File: config.mk
export PLATFORM = sky130hd
export DESIGN_NAME = edid_detailed_timing_decoder
export DESIGN_NICKNAME = d
export VERILOG_FILES = /design/src/rtl/core/edtd_pkg.sv /design/src/rtl/core/edid_detailed_timing_decoder.sv /design/src/rtl/core/edtd_fifo.sv /design/src/rtl/core/edtd_front.sv /design/src/rtl/core/edtd_back.sv
export SDC_FILE = /design/constraint.sdc
export NUM_CORES = 1
export LEC_CHECK = 0
export BUFFER_PORTS_ARGS = -buffer_cell sky130_fd_sc_hd__buf_4
export CAP_MARGIN = 20
export CORE_MARGIN = 2
export CORE_UTILIZATION = 65
export DETAILED_ROUTE_END_ITERATION = 10
export PLACE_DENSITY_LB_ADDON = 0.08
export SYNTH_ARGS = -nofsm -noshare
export SYNTH_HDL_FRONTEND = slang
export SYNTH_HIERARCHICAL = 1
export SYNTH_SLANG_ARGS = --single-unit
export TNS_END_PERCENT = 20
File: constraint.sdc
create_clock -name clk -period 11.9 [get_ports clk]
set_input_delay 0.595 -clock clk [delete_from_list [all_inputs] [get_ports clk]]
set_output_delay 0.595 -clock clk [all_outputs]
set_load 0.05 [all_outputs]
File: src/rtl/core/edtd_pkg.sv
`timescale 1ns / 1ps

package edtd_pkg;

	// descriptor geometry
	localparam int DESC_LEN   = 18;
	localparam int STORE_LEN  = DESC_LEN - 1;
	localparam int LAST_POS   = DESC_LEN - 1;
	localparam int POS_W      = $clog2(DESC_LEN);
	localparam int STORE_IDX_W = $clog2(STORE_LEN);

	// queue depths
	localparam int JOB_DEPTH_DEF = 2;
	localparam int OUT_DEPTH_DEF = 2;

	// aspect pairs that carry no physical size
	localparam logic [11:0] ASPECT_WIDE_H = 12'd16;
	localparam logic [11:0] ASPECT_WIDE_V = 12'd9;
	localparam logic [11:0] ASPECT_STD_H  = 12'd4;
	localparam logic [11:0] ASPECT_STD_V  = 12'd3;

	// axis codes
	localparam logic AXIS_H = 1'b0;
	localparam logic AXIS_V = 1'b1;

	typedef enum logic [2:0] {
		STEREO_NONE      = 3'd0,
		STEREO_SEQ_RIGHT = 3'd1,
		STEREO_SEQ_LEFT  = 3'd2,
		STEREO_2W_RIGHT  = 3'd3,
		STEREO_2W_LEFT   = 3'd4,
		STEREO_4W        = 3'd5,
		STEREO_SIDE      = 3'd6
	} stereo_t;

	typedef struct packed {
		logic [7:0] data_byte;
		logic       first_byte;
	} in_t;

	typedef struct packed {
		logic        axis;
		logic [11:0] active;
		logic [11:0] blank;
		logic [9:0]  front_porch;
		logic [9:0]  sync_width;
		logic [11:0] image_mm;
		logic [7:0]  border;
		logic [15:0] pixel_clock_10khz;
		logic        interlaced;
		logic [2:0]  stereo_mode;
		logic        is_timing;
		logic        last;
	} out_t;

	// values of one axis
	typedef struct packed {
		logic [11:0] active;
		logic [11:0] blank;
		logic [9:0]  front_porch;
		logic [9:0]  sync_width;
		logic [11:0] image_mm;
		logic [7:0]  border;
	} axis_vals_t;

	// one classified descriptor handed from front to back
	typedef struct packed {
		logic        is_timing;
		logic [15:0] pixel_clock_10khz;
		logic        interlaced;
		logic [2:0]  stereo_mode;
		axis_vals_t  h;
		axis_vals_t  v;
	} job_t;

	// stereo field of the flags byte, renumbered densely
	function automatic stereo_t stereo_code(input logic [7:0] flags);
		stereo_t r;
		unique case ({flags[6:5], flags[0]})
			3'b010:  r = STEREO_SEQ_RIGHT;
			3'b100:  r = STEREO_SEQ_LEFT;
			3'b011:  r = STEREO_2W_RIGHT;
			3'b101:  r = STEREO_2W_LEFT;
			3'b110:  r = STEREO_4W;
			3'b111:  r = STEREO_SIDE;
			default: r = STEREO_NONE;
		endcase
		return r;
	endfunction

endpackage

File: src/rtl/core/edid_detailed_timing_decoder.sv
`timescale 1ns / 1ps

// channel   ports                  transfer when
// input     item, push, full       push && !full
// result    result, pop, empty     pop && !empty
//
// one byte is taken per cycle while full is low; the flags byte closes a
// descriptor and files one job into the job queue, which the back end turns
// into one result (display descriptor) or two results (horizontal, vertical).
// with a job waiting, the back end writes one result per cycle into a non-full result queue.
// reset clears the byte position, the axis step and both queue counts.
// full rises only while the job queue holds JobDepth descriptors not yet drained;
// a stalled result side fills the result queue and then the job queue.

module edid_detailed_timing_decoder import edtd_pkg::*; #(
	parameter int JobDepth = JOB_DEPTH_DEF,
	parameter int OutDepth = OUT_DEPTH_DEF
) (
	input  logic clk,
	input  logic arst_n,
	input  logic push,
	output logic full,
	input  in_t  item,
	output logic empty,
	input  logic pop,
	output out_t result
);

	job_t job_in, job_out;
	logic job_push, job_pop, job_full, job_empty;

	assign full = job_full;

	edtd_front u_front (
		.clk     (clk),
		.arst_n  (arst_n),
		.push    (push),
		.item    (item),
		.job_full(job_full),
		.job_push(job_push),
		.job     (job_in)
	);

	edtd_fifo #(
		.DEPTH(JobDepth),
		.WIDTH($bits(job_t))
	) u_job_fifo (
		.clk   (clk),
		.arst_n(arst_n),
		.push  (job_push),
		.wdata (job_in),
		.full  (job_full),
		.pop   (job_pop),
		.rdata (job_out),
		.empty (job_empty)
	);

	edtd_back #(
		.OUT_DEPTH(OutDepth)
	) u_back (
		.clk      (clk),
		.arst_n   (arst_n),
		.job      (job_out),
		.job_empty(job_empty),
		.job_pop  (job_pop),
		.result   (result),
		.empty    (empty),
		.pop      (pop)
	);

endmodule

File: src/rtl/core/edtd_fifo.sv
`timescale 1ns / 1ps

module edtd_fifo #(
	parameter int DEPTH = 2,
	parameter int WIDTH = 8
) (
	input  logic             clk,
	input  logic             arst_n,
	input  logic             push,
	input  logic [WIDTH-1:0] wdata,
	output logic             full,
	input  logic             pop,
	output logic [WIDTH-1:0] rdata,
	output logic             empty
);

	localparam int PTR_W = $clog2(DEPTH);
	localparam int CNT_W = $clog2(DEPTH + 1);

	logic [WIDTH-1:0] mem_q [DEPTH];
	logic [PTR_W-1:0] wr_ptr_q, rd_ptr_q;
	logic [CNT_W-1:0] cnt_q;
	logic             do_push, do_pop;

	assign full    = (cnt_q == CNT_W'(DEPTH));
	assign empty   = (cnt_q == '0);
	assign do_push = push & ~full;
	assign do_pop  = pop & ~empty;
	assign rdata   = mem_q[rd_ptr_q];

	// storage
	always_ff @(posedge clk) begin
		if (do_push) begin
			mem_q[wr_ptr_q] <= wdata;
		end
	end

	// pointers and fill count
	always_ff @(posedge clk or negedge arst_n) begin
		if (!arst_n) begin
			wr_ptr_q <= '0;
			rd_ptr_q <= '0;
			cnt_q    <= '0;
		end else begin
			if (do_push) begin
				wr_ptr_q <= (wr_ptr_q == PTR_W'(DEPTH - 1)) ? '0 : PTR_W'(wr_ptr_q + 1'b1);
			end
			if (do_pop) begin
				rd_ptr_q <= (rd_ptr_q == PTR_W'(DEPTH - 1)) ? '0 : PTR_W'(rd_ptr_q + 1'b1);
			end
			case ({do_push, do_pop})
				2'b10:   cnt_q <= CNT_W'(cnt_q + 1'b1);
				2'b01:   cnt_q <= CNT_W'(cnt_q - 1'b1);
				default: cnt_q <= cnt_q;
			endcase
		end
	end

endmodule

File: src/rtl/core/edtd_front.sv
`timescale 1ns / 1ps

module edtd_front import edtd_pkg::*; (
	input  logic clk,
	input  logic arst_n,
	input  logic push,
	input  in_t  item,
	input  logic job_full,
	output logic job_push,
	output job_t job
);

	logic [POS_W-1:0] pos_q;
	logic [POS_W-1:0] pos_eff;
	logic [7:0]       bytes_q [STORE_LEN];
	logic             accept;
	logic             is_last;
	logic [15:0]      pclk;
	axis_vals_t       hv, vv;
	logic             aspect_only;

	// input transfer, full follows the job queue
	assign accept  = push & ~job_full;
	assign pos_eff = item.first_byte ? '0 : pos_q;
	assign is_last = (pos_eff >= POS_W'(LAST_POS));
	assign job_push = accept & is_last;

	// byte position
	always_ff @(posedge clk or negedge arst_n) begin
		if (!arst_n) begin
			pos_q <= '0;
		end else if (accept) begin
			pos_q <= is_last ? '0 : POS_W'(pos_eff + 1'b1);
		end
	end

	// descriptor bytes 0..16
	always_ff @(posedge clk) begin
		if (accept && !is_last) begin
			bytes_q[pos_eff[STORE_IDX_W-1:0]] <= item.data_byte;
		end
	end

	// field unpacking from the stored bytes
	always_comb begin
		pclk = {bytes_q[1], bytes_q[0]};
		hv.active      = {bytes_q[4][7:4], bytes_q[2]};
		hv.blank       = {bytes_q[4][3:0], bytes_q[3]};
		hv.front_porch = {bytes_q[11][7:6], bytes_q[8]};
		hv.sync_width  = {bytes_q[11][5:4], bytes_q[9]};
		hv.image_mm    = {bytes_q[14][7:4], bytes_q[12]};
		hv.border      = bytes_q[15];
		vv.active      = {bytes_q[7][7:4], bytes_q[5]};
		vv.blank       = {bytes_q[7][3:0], bytes_q[6]};
		vv.front_porch = {4'd0, bytes_q[11][3:2], bytes_q[10][7:4]};
		vv.sync_width  = {4'd0, bytes_q[11][1:0], bytes_q[10][3:0]};
		vv.image_mm    = {bytes_q[14][3:0], bytes_q[13]};
		vv.border      = bytes_q[16];
		aspect_only = (hv.image_mm == ASPECT_WIDE_H && vv.image_mm == ASPECT_WIDE_V) ||
			(hv.image_mm == ASPECT_STD_H && vv.image_mm == ASPECT_STD_V);
		if (aspect_only) begin
			hv.image_mm = '0;
			vv.image_mm = '0;
		end
	end

	// classification: timing or display descriptor
	always_comb begin
		job = '0;
		if (pclk != '0) begin
			job.is_timing         = 1'b1;
			job.pixel_clock_10khz = pclk;
			job.interlaced        = item.data_byte[7];
			job.stereo_mode       = stereo_code(item.data_byte);
			job.h                 = hv;
			job.v                 = vv;
		end
	end

	a_pos_range: assert property (@(posedge clk) disable iff (!arst_n)
		pos_q <= POS_W'(LAST_POS))
		else $error("byte position beyond descriptor");

	a_restart: assert property (@(posedge clk) disable iff (!arst_n)
		accept && item.first_byte |=> pos_q == POS_W'(1))
		else $error("first byte did not restart position");

	a_wrap: assert property (@(posedge clk) disable iff (!arst_n)
		job_push |=> pos_q == '0)
		else $error("position not cleared after final byte");

endmodule

File: src/rtl/core/edtd_back.sv
`timescale 1ns / 1ps

module edtd_back import edtd_pkg::*; #(
	parameter int OUT_DEPTH = OUT_DEPTH_DEF
) (
	input  logic clk,
	input  logic arst_n,
	input  job_t job,
	input  logic job_empty,
	output logic job_pop,
	output out_t result,
	output logic empty,
	input  logic pop
);

	logic       axis_q;
	logic       out_full;
	logic       emit;
	out_t       res;
	axis_vals_t vals;

	assign emit    = ~job_empty & ~out_full;
	assign job_pop = emit & res.last;

	// build the result for the current axis
	always_comb begin
		vals                  = (axis_q == AXIS_V) ? job.v : job.h;
		res.axis              = axis_q;
		res.active            = vals.active;
		res.blank             = vals.blank;
		res.front_porch       = vals.front_porch;
		res.sync_width        = vals.sync_width;
		res.image_mm          = vals.image_mm;
		res.border            = vals.border;
		res.pixel_clock_10khz = job.pixel_clock_10khz;
		res.interlaced        = job.interlaced;
		res.stereo_mode       = job.stereo_mode;
		res.is_timing         = job.is_timing;
		res.last              = ~job.is_timing | (axis_q == AXIS_V);
	end

	// axis step: horizontal first, then vertical
	always_ff @(posedge clk or negedge arst_n) begin
		if (!arst_n) begin
			axis_q <= AXIS_H;
		end else if (emit) begin
			axis_q <= res.last ? AXIS_H : AXIS_V;
		end
	end

	// result queue
	edtd_fifo #(
		.DEPTH(OUT_DEPTH),
		.WIDTH($bits(out_t))
	) u_out_fifo (
		.clk   (clk),
		.arst_n(arst_n),
		.push  (emit),
		.wdata (res),
		.full  (out_full),
		.pop   (pop),
		.rdata (result),
		.empty (empty)
	);

	a_axis_job: assert property (@(posedge clk) disable iff (!arst_n)
		axis_q == AXIS_V |-> !job_empty && job.is_timing)
		else $error("vertical step without a pending timing job");

	a_h_then_v: assert property (@(posedge clk) disable iff (!arst_n)
		emit && job.is_timing && axis_q == AXIS_H |=> axis_q == AXIS_V)
		else $error("horizontal result not followed by vertical step");

	a_hold_job: assert property (@(posedge clk) disable iff (!arst_n)
		axis_q == AXIS_V && !emit |=> axis_q == AXIS_V && $stable(job))
		else $error("job changed while vertical result pending");

endmodule
# After elaboration in Yosys (flattened, before gate mapping)
# Memories as Yosys holds them, arrays and structs flattened.
# Index checks and enable logic that the tools add are counted.
[word_totals]
input_bits = 13
elab_cells = 81
out_inout_bits = 89
ramBits = 608
register_bits = 14
mem_count = 3
[op_classes]
bitwise = 14
n_reduce_logical = 10
n_eq_ne = 16
mux = 20
magnitude_cmp = 1
n_addsub = 9
[mem_list]
columns = ["memory", "words", "word_bits", "read_ports", "rd_clocked_by_memory_dff", "wr", "line", "source"]
rows = [
  ["u_job_fifo.mem_q", 2, 149, 1, 0, 1, "edtd_fifo.sv:20", "logic [WIDTH-1:0] mem_q [DEPTH];"],
  ["u_back.u_out_fifo.mem_q", 2, 87, 1, 0, 1, "edtd_fifo.sv:20", ""],
  ["u_front.bytes_q", 17, 8, 17, 0, 1, "edtd_front.sv:15", "logic [7:0] bytes_q [STORE_LEN];"],
]
[ops]
columns = ["op", "n"]
rows = [
  ["two-way mux 149 bit", 1],
  ["two-way mux 64 bit", 1],
  ["two-way mux 12 bit", 2],
  ["one-hot mux 3 bit (6 select lines)", 1],
  ["nonzero test 16 bit", 1],
  ["equality test 12 x 2 -> 1 bit (second input constant)", 1],
  ["equality test 12 x 3 -> 1 bit (second input constant)", 1],
  ["equality test 12 x 4 -> 1 bit (second input constant)", 1],
  ["equality test 12 x 5 -> 1 bit (second input constant)", 1],
  ["equality test 3 bit (second input constant)", 4],
  ["two-way mux 1 bit", 11],
  ["two-way mux 5 bit", 2],
  ["bitwise AND 1 bit", 8],
  ["equality test 2 bit (second input constant)", 4],
  ["one-hot mux 2 bit (2 select lines)", 2],
  ["equality test 3 x 2 -> 1 bit (second input constant)", 2],
  ["adder 5 x 1 -> 5 bit (second input constant)", 1],
  [">= comparator 5 bit (second input constant)", 1],
  ["inverter 1 bit", 5],
  ["adder 1 bit (second input constant)", 4],
  ["adder 2 x 1 -> 2 bit (second input constant)", 2],
  ["equality test 2 x 1 -> 1 bit (second input constant)", 2],
  ["logical NOT 2 bit", 2],
  ["nonzero test 2 bit", 2],
  ["5 further kinds", 8],
]

# Depth between registers and ports, before layout
[logic_depth]
ltp_word = 7
depth_mapped = 11
depth_no_buf = 10

# Cells and area by module
# The synthesis kept the hierarchy.
[modules_own_cells]
columns = ["mod", "n_inst", "cells_each", "seq_area_each_um2", "area_per_inst_um2"]
rows = [
  ["edtd_fifo at u_job_fifo", 1, 482, 9048.7, 11359.6],
  ["edtd_fifo at u_back.u_out_fifo", 1, 289, 5325.1, 6548.8],
  ["edtd_front", 1, 387, 4209.0, 5764.3],
  ["edtd_back", 1, 77, 25.0, 987.2],
]

# Worst setup path after synthesis
# No wires, ideal clock.
[synth_path]
path_kind = "input -> register"
startpoint = "input port item[0] in the netlist's numbering"
endpoint = "memory u_job_fifo/mem_q[0][0] in the netlist's numbering, enable pin"
t_arrival_ns = 7.862
path_buffers = 1
setup_ns = 0.659
setup_slack_ns = 3.379
stages = 8
required_time_ns = 11.241
path_cell_list = "clkbuf_1 > nand2b_1 > ha_1 > or4_1 > o21bai_1 > nor2_1 > nand2_1 > nor2_1"
[synth_via]
elab_chain_len = 6
[synth_lines]
columns = ["element", "line", "source"]
rows = [
  ["from (decl)", "edid_detailed_timing_decoder.sv:23", "input in_t item,"],
  ["two-way mux 5 bit", "edtd_front.sv:24", "assign pos_eff = item.first_byte ? '0 : pos_q;"],
  [">= comparator 5 bit", "edtd_front.sv:25", "assign is_last = (pos_eff >= POS_W'(LAST_POS));"],
  ["bitwise AND 1 bit", "edtd_front.sv:26", "assign job_push = accept & is_last;"],
  ["via job_push", "edid_detailed_timing_decoder.sv:30", "logic job_push, job_pop, job_full, job_empty;"],
  ["bitwise AND 1 bit", "edtd_fifo.sv:27", "assign do_push = push & ~full;"],
  ["two-way mux 1 bit", "edtd_fifo.sv:33", "if (do_push) begin"],
  ["two-way mux 1 bit (implied by the code)", "edtd_fifo.sv:34", "mem_q[wr_ptr_q] <= wdata;"],
  ["to (decl)", "edtd_fifo.sv:20", ""],
]
# The timed path passes the listed nets, and every way through them passes these cells.

# Worst setup path in the final report
[layout_path]
startpoint = "register u_front.pos_q[0]"
endpoint = "memory u_job_fifo/mem_q[1][45] in the netlist's numbering, enable pin"
[layout_via]
elab_chain_len = 6
[layout_lines]
columns = ["element", "line", "source"]
rows = [
  ["from (decl)", "edtd_front.sv:13", "logic [POS_W-1:0] pos_q;"],
  ["from (signal assigned)", "edtd_front.sv:33", "pos_q <= is_last ? '0 : POS_W'(pos_eff + 1'b1);"],
  ["two-way mux 5 bit", "edtd_front.sv:24", ""],
  [">= comparator 5 bit", "edtd_front.sv:25", ""],
  ["bitwise AND 1 bit", "edtd_front.sv:26", ""],
  ["via job_push", "edid_detailed_timing_decoder.sv:30", ""],
  ["bitwise AND 1 bit", "edtd_fifo.sv:27", ""],
  ["two-way mux 1 bit", "edtd_fifo.sv:33", ""],
  ["two-way mux 1 bit (implied by the code)", "edtd_fifo.sv:34", ""],
]
# The timed path passes the listed nets, and every way through them passes these cells.

==> metrics.txt <==
Startpoint Class=flop; Die H=199 µm; fin. max-slew vios=0; Hold WC Path Type=in2reg; antenna violations before repair=2; mux cell area share after synthesis=0.162; Cells after Synth=1235; vias in the first global route=11000; setup repair after global routing missed its margin=no; total of max-cap violations=0; drt first pass iters=5; Final TNS setup=0 ns; #FFs+latches synth=622; largest family of logic cells by synthesized area=multiplexers; crit end category=flop; Detail Placement HPWL=22.3 mm; global-route usage over all layers=0.210; Reg area=18600 µm²; share of layout cells above drive strength 1=0.364; # IOs=102; XOR/XNOR Fraction of Synth Area=0.00391; Simple-Gate Fraction of Synth Area=0.0487; Post-Place Cell Area=25700 µm²; largest net degree at the start of global routing=120; Via density=5.60; PD cells=178 nW/µm²; Final min period=3.67 ns; Port Buffers=101; Final period util=0.309; synth top area cells=edfxtp_1 74%, mux2_4 9.7%, mux2_2 6.4%; clk_lat worst skew=0.60 ns; drt drc=0; area grow syn2layout=11.7%; Crit path required time=12.17 ns; area taken by multi-input logic gates=5560 µm²; Vias=10600; Post-CTS Setup Inserts=0; endpoints failing setup=0; Root Driver=clkbuf_16; core box area=37500 µm²; DRT iter0 DRCs=769; Lkg Pwr=9.42 nW; TritonCTS clock tree=built; filler cell count in the final layout=2226; Synth warnings=6; crit path DAT=3.95 ns; commonest non-fill, non-tap cell in the layout=edfxtp_1; # H-tree levels=2; Yosys cell types=48; post-route ant nets=0; sequential element share of the synthesized area=0.755; CP max FO=66; first-pass GRT wire length=61.4 mm; Initial Utilization=0.658; grt ovf=0; die area=39500 µm²; design area=27600 µm²; wire per inst=21.3 µm; Synth Area in Adders=0.00304; Layout Nets=1363; Crit Path Class=reg2reg; Post-synth EDFFs=608; Yosys top cell by area=edfxtp_1; status=finished, final reports clean; Top FF cell, synth=edfxtp_1; most frequent cells in the layout=608 x edfxtp_1, 159 x mux2_4, 141 x mux2_2; compound-gate portion of the synthesized area=0.00538; Synth Area per Inst=20.0 µm²; Setup Skew=0.0274 ns; GP Congestion=0.849; Reg clk slew, reported paths=0.06 ns; post-synth top area share=0.740; clk sinks=622; max_slew headroom=0.273; fmax=272 MHz; Max IR drop VDD=0.148 mV; synthesized area=24700 µm²; FFs w/ async S/R, synth=0.0225; clock buffer depth=3; Final Hold Viols=0; hold_ws=0.338 ns; # rows=71; actual slew at the worst max-slew pin=1.09 ns; WL final=40.4 mm; TritonCTS Buffers=58; Chip Width=199 µm
==> area by class of cell <==
type                            count  area share
Inverter                           10     0.00145
Multi-Input combinational cell    536       0.202
Clock buffer                       82      0.0578
Antenna cell                        1   0.0000908
Timing Repair Buffer              116      0.0343
Tap cell                          511      0.0232
Clock inverter                     24     0.00568
Sequential cell                   622       0.676
==> path summary, 6_finish.rpt <==
check                                                          to  slack [ns]  cells after the start                            start
setup / recovery                u_job_fifo/mem_q[1][45]$_DFFE_PP_        8.23                      8     u_front/pos_q[0]$_DFFE_PN0P_
hold / removal                       u_front/pos_q[0]$_DFFE_PN0P_        0.34                      3                          item[0]
setup reg to reg                u_job_fifo/mem_q[1][45]$_DFFE_PP_        8.23                      8     u_front/pos_q[0]$_DFFE_PN0P_
hold reg to reg                u_job_fifo/mem_q[0][140]$_DFFE_PP_        0.46                      0  u_front/bytes_q[1][0]$_DFFE_PP_
max in group asynchronous               u_back/axis_q$_DFFE_PN0P_       11.28                      2                           arst_n
min in group asynchronous  u_back/u_out_fifo/rd_ptr_q$_DFFE_PN0P_        0.42                      2                           arst_n
==> cell families after synthesis <==
family / count (synthesis)
other: 1
buffers and inverters: 84
AO/OA/AOI/OAI: 18
XOR/XNOR: 11
AND/OR/NAND/NOR: 191
adder cells (fa/ha/maj): 6
multiplexers: 302
flip-flops: 622
==> synth_stat cells (all sizes together) (6+ instances only) <==
library cell and n:
and3 6, edfxtp 608, nor4 6, nand2b 6
and2 123, clkbuf 29, inv 10, mux2 300
ha 6, buf 45, nor2 19, dfrtp 14
xnor2 6, nand2 8
==> through the flow <==
stage / util / instances / total power [W] / worst slack [ns]
global route: 0.735 / 1901 / 0.00506 / 7.95
floorplan: - / 1242 / 0.00308 / 3.38
CTS: 0.732 / 1897 / 0.00495 / 8.06
global placement: 0.685 / 1790 / 0.00324 / 7.91
detailed placement: 0.685 / 1790 / 0.00325 / 7.82
finish: 0.735 / 1902 / 0.00491 / 8.23
==> sequential cells by signal, summed over array words and instances (netlist names) <==
signal,flops
u_front/pos_q,5
u_job_fifo/wr_ptr_q,1
u_front/bytes_q,136
u_back/axis_q,1
u_job_fifo/mem_q,298
u_back/u_out_fifo/wr_ptr_q,1
u_job_fifo/rd_ptr_q,1
u_back/u_out_fifo/cnt_q,2
u_back/u_out_fifo/rd_ptr_q,1
u_job_fifo/cnt_q,2
u_back/u_out_fifo/mem_q,174
==> power breakdown <==
group | leakage [nW] | switching [W] | total [W] | internal (W)
Sequential | 5.64 | 0.0000537 | 0.00247 | 0.00242
Clock | 0.848 | 0.000737 | 0.00171 | 0.000969
Combinational | 2.93 | 0.000451 | 0.000726 | 0.000275
Total | 9.42 | 0.00124 | 0.00491 | 0.00366
==> critical path: stages (launching register included) <==
cell and delay, ns:
dfrtp_1 0.44, nor2b_1 0.27, ha_1 0.27, or4_1 0.21
o21bai_1 0.12, nor2_1 0.14, and3_4 0.85, buf_4 0.64
buf_12 0.31
==> per-layer routing <==
| metal | routed length (µm) | track usage |
|---|---|---|
| met1 | 17200 | 0.279 |
| met2 | 20300 | 0.355 |
| met3 | 2120 | 0.0380 |
| met4 | 782 | 0.0666 |
| met5 | 0 | 0 |
==> repair_timing <==
action	CTS	global route
endpoints found under the hold margin	14	0
hold buffers	1	0
gates resized for setup	0	0
No activity file was read; power rests on OpenSTA's default activity.
